**src/hdl/obrb_pkg.sv**
```systemverilog
// shared constants, request and status codes, and controller command struct
// for the offset addressed byte ring buffer; no dependencies
package obrb_pkg;

  localparam int unsigned DEPTH   = 4096;
  localparam int unsigned IDX_W   = $clog2(DEPTH);
  localparam int unsigned FILL_W  = $clog2(DEPTH + 1);

  localparam int unsigned REQ_W   = 3;
  localparam int unsigned DATA_W  = 8;
  localparam int unsigned OFF_W   = 12;
  localparam int unsigned CNT_W   = 13;
  localparam int unsigned ST_W    = 3;
  localparam int unsigned CAP_W   = 13;
  localparam int unsigned LVL_W   = 13;

  localparam int unsigned ARITH_W = ((FILL_W > CNT_W) ? FILL_W : CNT_W) + 1;

  localparam logic [FILL_W-1:0] CAP_RESET = (DEPTH < 4096) ? FILL_W'(DEPTH) : FILL_W'(4096);

  localparam logic [REQ_W-1:0] REQ_APPEND  = 3'd0;
  localparam logic [REQ_W-1:0] REQ_RELEASE = 3'd1;
  localparam logic [REQ_W-1:0] REQ_READ    = 3'd2;
  localparam logic [REQ_W-1:0] REQ_WRITE   = 3'd3;
  localparam logic [REQ_W-1:0] REQ_EXPAND  = 3'd4;

  localparam logic [ST_W-1:0] ST_OK     = 3'd0;
  localparam logic [ST_W-1:0] ST_FULL   = 3'd1;
  localparam logic [ST_W-1:0] ST_NODATA = 3'd2;
  localparam logic [ST_W-1:0] ST_NOROOM = 3'd3;
  localparam logic [ST_W-1:0] ST_RANGE  = 3'd4;

  typedef struct packed {
    logic load_req;
    logic execute;
    logic capture;
  } obrb_cmd_t;

  // index below cap plus a step of at most cap, wrapped at cap
  function automatic logic [IDX_W-1:0] wrap_add(input logic [ARITH_W-1:0] base,
                                               input logic [ARITH_W-1:0] step,
                                               input logic [ARITH_W-1:0] cap);
    logic [ARITH_W-1:0] sum;
    sum = base + step;
    if (sum >= cap) begin
      sum = sum - cap;
    end
    return sum[IDX_W-1:0];
  endfunction

endpackage

```
**src/hdl/obrb_ctrl.sv**
```systemverilog
// sequencing state machine: accept, execute, capture into the output register
// depends on obrb_pkg
module obrb_ctrl (
  input  logic              clk_i,
  input  logic              rst_ni,
  input  logic              in_valid_i,
  output logic              in_ready_o,
  output logic              out_valid_o,
  input  logic              out_ready_i,
  output obrb_pkg::obrb_cmd_t cmd_o
);
  import obrb_pkg::*;

  localparam logic [1:0] S_IDLE = 2'd0;
  localparam logic [1:0] S_EXEC = 2'd1;
  localparam logic [1:0] S_CAPT = 2'd2;

  logic [1:0] state_q, state_d;
  logic       out_valid_q, out_valid_d;
  logic       out_free;

  assign out_free    = !out_valid_q || out_ready_i;
  assign in_ready_o  = (state_q == S_IDLE);
  assign out_valid_o = out_valid_q;

  always_comb begin
    state_d     = state_q;
    out_valid_d = out_valid_q && !out_ready_i;
    cmd_o       = '0;
    case (state_q)
      S_IDLE: begin
        if (in_valid_i) begin
          cmd_o.load_req = 1'b1;
          state_d        = S_EXEC;
        end
      end
      S_EXEC: begin
        cmd_o.execute = 1'b1;
        state_d       = S_CAPT;
      end
      S_CAPT: begin
        if (out_free) begin
          cmd_o.capture = 1'b1;
          out_valid_d   = 1'b1;
          state_d       = S_IDLE;
        end
      end
      default: begin
        state_d = S_IDLE;
      end
    endcase
  end

  always_ff @(posedge clk_i or negedge rst_ni) begin
    if (!rst_ni) begin
      state_q     <= S_IDLE;
      out_valid_q <= 1'b0;
    end else begin
      state_q     <= state_d;
      out_valid_q <= out_valid_d;
    end
  end

endmodule

```
**config.mk**
```make
export PLATFORM = sky130hd
export DESIGN_NAME = obrb_ctrl
export DESIGN_NICKNAME = d
export VERILOG_FILES = /design/src/hdl/obrb_pkg.sv /design/src/hdl/obrb_ctrl.sv
export SDC_FILE = /design/constraint.sdc
export NUM_CORES = 1
export LEC_CHECK = 0
export ABC_AREA = 0
export BUFFER_PORTS_ARGS = -buffer_cell sky130_fd_sc_hd__buf_2
export CAP_MARGIN = 5
export CORE_AREA = 2 2 39 41
export CTS_BUF_LIST = sky130_fd_sc_hd__clkbuf_8
export CTS_CLUSTER_DIAMETER = 30
export DETAILED_ROUTE_END_ITERATION = 8
export DIE_AREA = 0 0 41 43
export PLACE_DENSITY = 0.33
export SYNTH_ARGS = -nofsm -noshare
export SYNTH_HDL_FRONTEND = slang
export SYNTH_SLANG_ARGS = --single-unit
```
**constraint.sdc**
```tcl
create_clock -name clk_i -period 0.8 [get_ports clk_i]
set_input_delay 0.04 -clock clk_i [delete_from_list [all_inputs] [get_ports clk_i]]
set_output_delay 0.04 -clock clk_i [all_outputs]
set_load 0.02 [all_outputs]
```
==> summary.md, run 1 <==
| Metric | Value |
|---|---|
| CP Capture Type | output pin |
| Setup WS post-layout | -0.2811 ns |
| ANT cells | 0 |
| Clock period minus worst slack | around 1.1 ns |
| Starting Density | a little under a tenth |
| H-tree Lvls | 1 |
| Post-synth top cells | dfrtp_1 (3), and2_1 (2), nand2b_1 (2) |
| Worst Path Max Fanout | 3 |
| WL per Instance | between 8 and 9 um |
| # setup viols final | 6 |
| DR iter-0 viols | 0 |
| FFs w/ async S/R, synth | 100.0% |
| Length of the first detailed-routing pass in iterations | 1 |
| Std-Cell Rows | 14 |
| Synth top area cells | dfrtp_1 (57%), and2_1 (9.4%), nand2b_1 (9.4%) |
| Crit path DAT | 1.04 ns |
| I/O Pins | 9 |
| Total CTS buffers | 3 |
| Max Cap Violations | 0 |
| Worst-path clk slew | ~0.030 ns |
| Critical Path RT | roughly 0.76 ns |
| RSZ-0062 raised after global routing | yes |
| Slew Limit Fails | 0 |
| Synth top area share | a little under three fifths |
| Final Instance Area | around 340 um^2 |
| Area delta synth->final | 153.8% |
| CTS Root Cell | clkbuf_8 |
| Drt drc | 0 |
| Synth Register Bits | 3 |
| Post-synth EDFFs | 0 |
| Status | complete, but fails checks |
| Routed Antenna Nets | 0 |
| CTS tree | done |
| WHS | around 0.047 ns |
| I/O Buffers | 8 |
| Clk_skew | ~0.00040 ns |
| Yosys warnings | 0 |
| Final Cycle Share | 135.1% |
| Sequential area share after synthesis | between 50% and 60% |
| Syn Area/Cell | between 10 and 15 um^2 |
| Core box area | about 1400 um^2 |
| Chip width | around 40 um |
| Top_reg_cell synth | dfrtp_1 |
| Measured slew at the worst slew-check pin | between 0.15 and 0.2 ns |
| Failing checks | negative setup slack |
| Slew headroom | about nine tenths |
| Placed cell areas | around 220 um^2 |
| Most frequent cell after synthesis | dfrtp_1 |
| Bufs on Longest Clock Path | 2 |
| Vias per inst | about 3.3 |
| Max Clk Rate | between 900 and 1000 MHz |
| Fillers | roughly 140 |
| Insertion delay to the later sink of the worst-skew pair | between 0.2 and 0.25 ns |
| Maximum number of pins on one net before global-route repair | 4 |
| Die height | ~43 um |
| Routed vias | 148 |
| Vias in the first global route | ~140 |
| Cell variety after synth | 8 |
| GRT Overall Usage | under 10% |
| Cells after Synth | 12 |
| First-pass GRT wire length | around 610 um |
| Clock Sinks | 3 |
| Final #Nets | 34 |
| Power density over the cells | roughly 3700 nW/um^2 |
| Leakage | between 0.15 and 0.2 nW |
| Grt ovf | 0 |
| Worst Hold Class | input pin to register |
| Layout cells sized above 1 | between 70% and 80% |
| Die Area | 1763 um^2 |
| Synth area leader | dfrtp_1 |
| Setup CP Type | register to output pin |
| CP startpoint kind | register |
| Mapped Area | between 100 and 150 um^2 |
| Hold Vio Cnt, Final | 0 |
| Routability congestion estimate | just under 0.5 |
| Routed WL | 378 um |
| Maximum VDD drop | ~1.4 mV |
| Syn_nets | 16 |
| Antenna violations before repair | 0 |
-- where the power goes --
part           switching [mW]  total (mW)  internal, mW
combinational           0.227       0.547         0.320
sequential             0.0635       0.268         0.204
clock                   0.105       0.432         0.327
total                   0.395        1.25         0.852
-- registers in the layout, indices dropped and copies added, names as in the netlist --
name	cells
out_valid_o	1
state_q	2
-- worst paths after layout --
check	from	end	slack (ns)	cells after the start
worst max-delay path	state_q[0]	cmd_o[0]	-0.28	3
worst min-delay path	in_valid_i	state_q[0]	0.05	2
worst max register to register	state_q[1]	state_q[1]	-0.17	4
worst min register to register	out_valid_o	out_valid_o	0.65	3
max in group asynchronous	rst_ni	state_q[1]	0.53	2
min in group asynchronous	rst_ni	state_q[1]	0.15	2
-- worst max-delay path, stage by stage, from the launching register on --
cell and delay, ns:
dfrtp_1 0.42, nand2b_4 0.17, nor2b_2 0.12, buf_6 0.12
-- placed cells by master, fill, tap and decap left out --
| cell | netlist | final |
|---|---|---|
| buf_6 | 0 | 6 |
| dfrtp_1 | 3 | 2 |
| o21bai_1 | 1 | 1 |
| nor2b_4 | 0 | 1 |
| nand2b_4 | 0 | 1 |
| buf_4 | 0 | 3 |
| dlygate4sd3_1 | 0 | 1 |
| nand2b_1 | 2 | 1 |
| nor2b_2 | 1 | 1 |
| and2_1 | 2 | 1 |
| and2_4 | 0 | 1 |
| dfrtp_2 | 0 | 1 |
| nor2_4 | 0 | 1 |
| inv_1 | 0 | 1 |
| nand2_1 | 1 | 1 |
| buf_2 | 0 | 3 |
| clkbuf_8 | 0 | 3 |
-- layout make-up --
type                       instances  area (um^2)  share of cell area [%]
clock inverter                     1        3.754                   1.115
timing repair buffer              13        115.1                   34.20
sequential                         3        76.32                   22.68
multi-input combinational          9        80.08                   23.79
tap                               16        20.02                   5.948
clock buffer                       3        41.29                   12.27
-- through the flow --
stage | power [mW] | util [%] | setup slack, ns | std cells | TNS, ns
3_5_place_dp | 0.6273 | 16.09 | -0.1120 | 38 | -0.2773
2_1_floorplan | 0.4856 | - | -0.05280 | 12 | -0.1039
4_1_cts | 1.223 | 23.60 | -0.2796 | 45 | -1.179
3_3_place_gp | 0.6176 | 16.09 | -0.09354 | 38 | -0.2122
5_1_grt | 1.320 | 24.32 | -0.3146 | 45 | -1.411
6_report | 1.247 | 24.32 | -0.2811 | 45 | -1.189
-- cell families (layout without fill, tap and decap cells) --
kind of cell | count (synthesis) | after routing | synth area share (%)
flip-flops | 3 | 3 | 56.60
buffers and inverters | 0 | 17 | 0
AO/OA/AOI/OAI | 1 | 1 | 5.662
AND/OR/NAND/NOR | 8 | 8 | 37.74
-- per-layer routing --
layer / share of wire, % / track usage, % / up-vias
met1: 48 / 5.502 / 68
met5: 0 / 0 / -
met4: 0 / 6.000 / 0
met2: 40 / 6.875 / 9
met3: 12 / 7.853 / 0
li1: - / - / 71
-- timing repair --
item / in CTS / in global routing
endpoints found under the setup margin: 5 / 7
pin swaps: 0 / 1
resized for setup: 10 / 3
setup buffers: 2 / 1
endpoints found under the hold margin: 3 / 0
cloned: 0 / 0
hold buffers: 1 / 0
Power figures use the tool's default switching activity.
==> inputs of run 2 (changes only) <==
==> constraint.sdc (replaced) <==
create_clock -name clk_i -period 1.1 [get_ports clk_i]
set_input_delay 0.055 -clock clk_i [delete_from_list [all_inputs] [get_ports clk_i]]
set_output_delay 0.055 -clock clk_i [all_outputs]
set_load 0.02 [all_outputs]
==> run 2 against run 1 <==
Net effect:
- the flow still finishes with violations (negative setup slack)
- final cell count shrank 6.7%
- flip-flop and latch count is the same
- via count shrank 8.8%
- global-route usage shrank 0.92 points
- design area shrank 15%
- routed wire length shrank 6.3%
- highest routed layer is now met4
==> summary.md, run 2 (synthesized netlist as in run 1, its figures left out) <==
| Metric | Value |
|---|---|
| Most flop-heavy register | state_q |
| # setup viols final | 1 (-5) |
| R2r worst-path depth | 2 (-2) |
| Hold depth | 2 (unchanged) |
| Register area | 76.32 um^2 (unchanged) |
| Die height | 43 um (unchanged) |
| Leakage | 0.1426 nW (-14%) |
| Die Area | 1763 um^2 (unchanged) |
| Multi-input combinational cell area | 72.57 um^2 (-9.4%) |
| Gr busiest metal | met3 |
| M1 GR Usage | 4.487% (-1.0 points) |
| Vias in the first global route | 130 (-5.8%) |
| Chip width | 41 um (unchanged) |
| HP Start | in_valid_i |
| Maximum VDD drop | 0.7392 mV (-47%) |
| Clock Sinks | 3 (unchanged) |
| Final #Nets | 31 (-8.8%) |
| Clk_skew | 0.002167 ns (+0.001768 ns) |
| Maximum number of pins on one net before global-route repair | 4 (unchanged) |
| CP Capture Type | output pin |
| Status | complete, but fails checks |
| Reg2reg start | state_q[0] |
| Max Clk Rate | roughly 910 MHz |
| Crit path DAT | 1.05 ns (about the same) |
| Final Instance Area | 286.5 um^2 (-15%) |
| Max reg flops | 2 (unchanged) |
| Layout cells sized above 1 | 65.38% (-7.0 points) |
| Slew headroom | 90.05% (+1.4 points) |
| Max Cap Violations | 0 (unchanged) |
| Core box area | 1384 um^2 (unchanged) |
| FF-to-FF End | state_q[1] |
| Grt met3 use | 7.853% (unchanged) |
| Critical Path RT | 1.04 ns (+0.28 ns) |
| Clock period minus worst slack | between 1 and 1.5 ns |
| Reg2Reg Setup Slack | 0.26 ns (+0.43 ns) |
| Vias per inst | 3.214 (-2.3%) |
| Hold Vio Cnt, Final | 0 (unchanged) |
| Final TNS setup | -0.004325 ns (+1.185 ns) |
| Placed cell areas | 192.7 um^2 (-13%) |
| Commonest non-fill, non-tap cells in the layout | buf_2 (5), clkbuf_8 (3), dfrtp_1 (2), buf_4 (2), buf_6 (2) |
| Failing checks | negative setup slack |
| CTS tree | done |
| Slew Limit Fails | 0 (unchanged) |
| WL per Instance | 8.429 um (+0.34%) |
| RSZ-0062 raised after global routing | yes |
| Length of the first detailed-routing pass in iterations | 2 (+1) |
| Post-DP HPWL | roughly 230 um |
| Worst Path Max Fanout | 3 (unchanged) |
| Routed Antenna Nets | 0 (unchanged) |
| Starting Density | 9.584% (unchanged) |
| ANT cells | 0 (unchanged) |
| Grt ovf | 0 (unchanged) |
| Routed WL | 354 um (-6.3%) |
| Final Cycle Share | 100.4% |
| Routed vias | 135 (-8.8%) |
| Power density over the cells | 2802 nW/um^2 (-24%) |
| Antenna violations before repair | 0 (unchanged) |
| GRT Overall Usage | 5.416% (-0.92 points) |
| Worst-path clk slew | 0.03 ns (about the same) |
| I/O Pins | 9 (unchanged) |
| CP startpoint kind | register |
| Routability congestion estimate | 0.5399 (+12%) |
| GR Util met2 | 5.938% (-0.94 points) |
| Setup WS post-layout | -0.004325 ns (+0.2767 ns) |
| Setup CP Type | register to output pin |
| H-tree Lvls | 1 (unchanged) |
| Std-Cell Rows | 14 (unchanged) |
| Final Util | 20.71% (-3.6 points) |
| Measured slew at the worst slew-check pin | 0.1493 ns (-0.02123 ns) |
| Insertion delay to the later sink of the worst-skew pair | 0.21 ns (about the same) |
| Most common cell after layout, fill and taps aside | buf_2 |
| Hold EP | state_q[0] |
| Area delta synth->final | 116.0% |
| DR iter-0 viols | 3 (+3) |
| Fillers | 156 (+9.1%) |
| Bufs on Longest Clock Path | 2 (unchanged) |
| Worst Hold Class | input pin to register |
| Drt drc | 0 (unchanged) |
| Total CTS buffers | 3 (unchanged) |
| First-pass GRT wire length | 538 um (-12%) |
| I/O Buffers | 8 (unchanged) |
| CTS Root Cell | clkbuf_8 |
-- run 2: changes by cell type in the layout (fill, tap and decap cells not counted) --
cell / change
buf_6: -4
nor2b_1: +1
buf_4: -1
nor2b_4: -1
buf_2: +2
-- run 2: worst max path at each step --
stage | slack [ns] | to | startpoint | depth (start not counted)
global route | -0.05 | cmd_o[2] | state_q[1] | 3
detailed placement | 0.22 | cmd_o[0] | state_q[0] | 3
global placement | 0.23 | cmd_o[0] | state_q[0] | 3
finish | -0.004 | cmd_o[0] | state_q[0] | 3
CTS | -0.02 | cmd_o[0] | state_q[0] | 3
floorplan | 0.14 | cmd_o[0] | out_valid_o | 2
-- run 2: metrics by stage --
stage / hold slack [ns] / instances / power (mW) / setup WS [ns]
detailed placement: -0.1437 / 36 / 0.3928 / 0.2204
global route: 0.09739 / 42 / 0.8598 / -0.04942
finish: 0.07006 / 42 / 0.8030 / -0.004325
floorplan: -0.2406 / 12 / 0.3173 / 0.1405
global placement: -0.1471 / 36 / 0.3861 / 0.2328
CTS: 0.06087 / 41 / 0.7234 / -0.02054
-- run 2: layout make-up --
class	instances	area share (%)
Sequential cell	3	26.64
Multi-Input combinational cell	9	25.33
Timing Repair Buffer	10	25.33
Clock buffer	3	14.41
Tap cell	16	6.987
Clock inverter	1	1.310
-- run 2: worst max-delay path, stage by stage (launching register included) --
cell      delay (ns)
dfrtp_1         0.40
nand2b_4        0.16
nor2b_1         0.12
buf_4           0.15
-- run 2: power breakdown --
part	internal, mW	total, mW	switching (mW)
registers	0.148	0.188	0.0396
clock network	0.237	0.309	0.0717
logic	0.157	0.306	0.148
-- run 2: timing repair --
item,in CTS,in global routing
hold endpoints to repair,3,0
pin swaps,0,1
setup endpoints to repair,1,2
gates resized for setup,1,8
setup buffers,0,1
hold buffers,1,0
-- run 2: routing by layer --
layer,up-vias,routed length [um]
met5,-,0
met2,11,131
li1,64,-
met1,58,145
met3,2,67
met4,0,10
==> inputs of run 3 (changes only) <==
==> constraint.sdc (replaced) <==
create_clock -name clk_i -period 1.1 [get_ports clk_i]
set_input_delay 0.055 -clock clk_i [delete_from_list [all_inputs] [get_ports clk_i]]
set_output_delay 0.055 -clock clk_i [all_outputs]
set_load 0.1 [all_outputs]
==> run 3 against run 2 <==
Net effect:
- the run still ends with negative setup slack left
- global-route usage grew 0.53 points
- flip-flop and latch count is the same
- design area grew 31%
- non-clock buffer count grew 1
- sequential share of layout area shrank 6.0 points
- hold slack gained 0.0081 ns
- count of clock-buffer cells in the layout is the same
- setup slack lost 0.071 ns
- first-iteration DRC count grew 33%
- critical path depth is the same
- via count grew 2.2%
- largest cell class is now non-clock buffers
==> summary.md, run 3 (synthesized netlist as in run 1, its figures left out) <==
| Metric | Value |
|---|---|
| Clock Sinks | 3 (unchanged) |
| WL per Instance | 8.140 um (-3.4%) |
| GRT Overall Usage | 5.942% (+0.53 points) |
| Vias in the first global route | 151 (+16%) |
| Std-Cell Rows | 14 (unchanged) |
| Maximum number of pins on one net before global-route repair | 4 (unchanged) |
| Pre-CTS setup slack | 0.08815 ns (-0.1323 ns) |
| ANT cells | 0 (unchanged) |
| Length of the first detailed-routing pass in iterations | 2 (unchanged) |
| Fillers | 153 (-1.9%) |
| Status | complete, but fails checks |
| Final Util | 27.12% (+6.4 points) |
| Routability congestion estimate | 0.6303 (+17%) |
| Final #Nets | 32 (+3.2%) |
| CP startpoint kind | register |
| Antenna violations before repair | 0 (unchanged) |
| Routed WL | 350 um (-1.1%) |
| Slew Limit Fails | 0 (unchanged) |
| Grt ovf | 0 (unchanged) |
| Setup CP Type | register to output pin |
| Measured slew at the worst slew-check pin | 0.1450 ns (-0.004349 ns) |
| Worst-path clk slew | 0.03 ns (about the same) |
| Multi-input combinational cell area | 92.59 um^2 (+28%) |
| I/O Pins | 9 (unchanged) |
| Clock period minus worst slack | 1.175 ns (+0.07079 ns) |
| Die Area | 1763 um^2 (unchanged) |
| Setup WS post-layout | -0.07512 ns (-0.07079 ns) |
| Vias per inst | 3.209 (-0.16%) |
| Clk_skew | 0.002649 ns (+0.0004821 ns) |
| Insertion delay to the later sink of the worst-skew pair | 0.21 ns (about the same) |
| CP Capture Type | output pin |
| Critical Path RT | 1.04 ns (about the same) |
| Post-DP HPWL | 260 um (+12%) |
| Layout cells sized above 1 | 77.78% (+12 points) |
| CTS Root Cell | clkbuf_8 |
| CTS tree | done |
| Chip width | 41 um (unchanged) |
| Core box area | 1384 um^2 (unchanged) |
| Drt drc | 0 (unchanged) |
| Bufs on Longest Clock Path | 2 (unchanged) |
| Die height | 43 um (unchanged) |
| Final Cycle Share | 106.8% (+6.4 points) |
| RSZ-0062 raised after global routing | yes |
| Failing checks | negative setup slack |
| Most flop-heavy register | state_q |
| Worst Path Max Fanout | 3 (unchanged) |
| First-pass GRT wire length | 600 um (+12%) |
| Area delta synth->final | 183.0% |
| Commonest non-fill, non-tap cells in the layout | buf_12 (5), clkbuf_8 (3), buf_2 (3) |
| Routed vias | 138 (+2.2%) |
| I/O Buffers | 8 (unchanged) |
| Crit path DAT | 1.12 ns (+0.07 ns) |
| Max Cap Violations | 0 (unchanged) |
| Total CTS buffers | 3 (unchanged) |
| Max Clk Rate | 851.0 MHz (-6.0%) |
| Register area | 77.57 um^2 (+1.6%) |
| DR iter-0 viols | 4 (+1) |
| Max reg flops | 2 (unchanged) |
| Starting Density | 9.584% (unchanged) |
| Most common cell after layout, fill and taps aside | buf_12 |
| # setup viols final | 3 (+2) |
| Hold Vio Cnt, Final | 0 (unchanged) |
| H-tree Lvls | 1 (unchanged) |
| Worst Hold Class | input pin to register |
| Slew headroom | 90.34% (+0.29 points) |
| Routed Antenna Nets | 0 (unchanged) |
run 3: cell count changes in the layout (fill, tap and decap cells not counted), moves of 2 or more:
cell / previous run / this run
buf_12: 0 / 5
buf_2: 5 / 3
buf_6: 2 / 0
nor2b_4: 0 / 2
run 3: stage by stage:
step / std cells / area (um^2) / setup TNS, ns / hold WS, ns
finish: 43 / 375.4 / -0.1792 / 0.07817
global route: 43 / 375.4 / -0.3090 / 0.07603
CTS: 41 / 360.3 / -0.1804 / 0.07460
detailed placement: 36 / 289.0 / 0 / -0.1457
floorplan: 12 / 153.9 / -0.8068 / -0.2406
global placement: 36 / 289.0 / 0 / -0.1458
run 3: final timing paths:
| path | slack [ns] | endpoint | from | cells past startpoint |
|---|---|---|---|---|
| setup reg to reg | 0.21 | state_q[1] | state_q[1] | 3 |
| setup / recovery | -0.08 | cmd_o[2] | state_q[1] | 3 |
| hold / removal | 0.08 | state_q[0] | in_valid_i | 2 |
| hold reg to reg | 0.55 | out_valid_o | out_valid_o | 2 |
| max in group asynchronous | 0.80 | state_q[1] | rst_ni | 2 |
| min in group asynchronous | 0.18 | out_valid_o | rst_ni | 2 |
run 3: final cells by class:
| cell class | count | share of cell area (%) |
|---|---|---|
| Sequential cell | 3 | 20.67 |
| Multi-Input combinational cell | 9 | 24.67 |
| Tap cell | 16 | 5.333 |
| Clock inverter | 1 | 1.000 |
| Clock buffer | 3 | 11.00 |
| Timing Repair Buffer | 11 | 37.33 |
run 3: critical path, cell delays in order, from the launching register on:
cell	delay (ns)
dfrtp_2	0.42
nor2_4	0.15
and2_4	0.17
buf_12	0.16
run 3: layer usage:
metal	vias up	wire length [um]	GRT usage, %	share of wire, %
met5	-	0	0	0
met4	0	0	4.000	0
met3	0	58	7.853	17
met2	11	163	6.563	47
met1	61	128	5.519	37
li1	66	-	-	-
run 3: timing repair:
| action | 4_1_cts | 5_1_grt |
|---|---|---|
| hold endpoints to repair | 3 | 0 |
| setup endpoints to repair | 2 | 2 |
| pin swaps | 0 | 2 |
| resized for setup | 3 | 0 |
| setup buffers | 0 | 2 |
| hold buffers | 1 | 0 |
| cloned | 0 | 0 |
Power of run 3 is left out: the tool's default activity adds up to more than one toggle a clock period on the data nets, which glitch-free logic cannot reach.
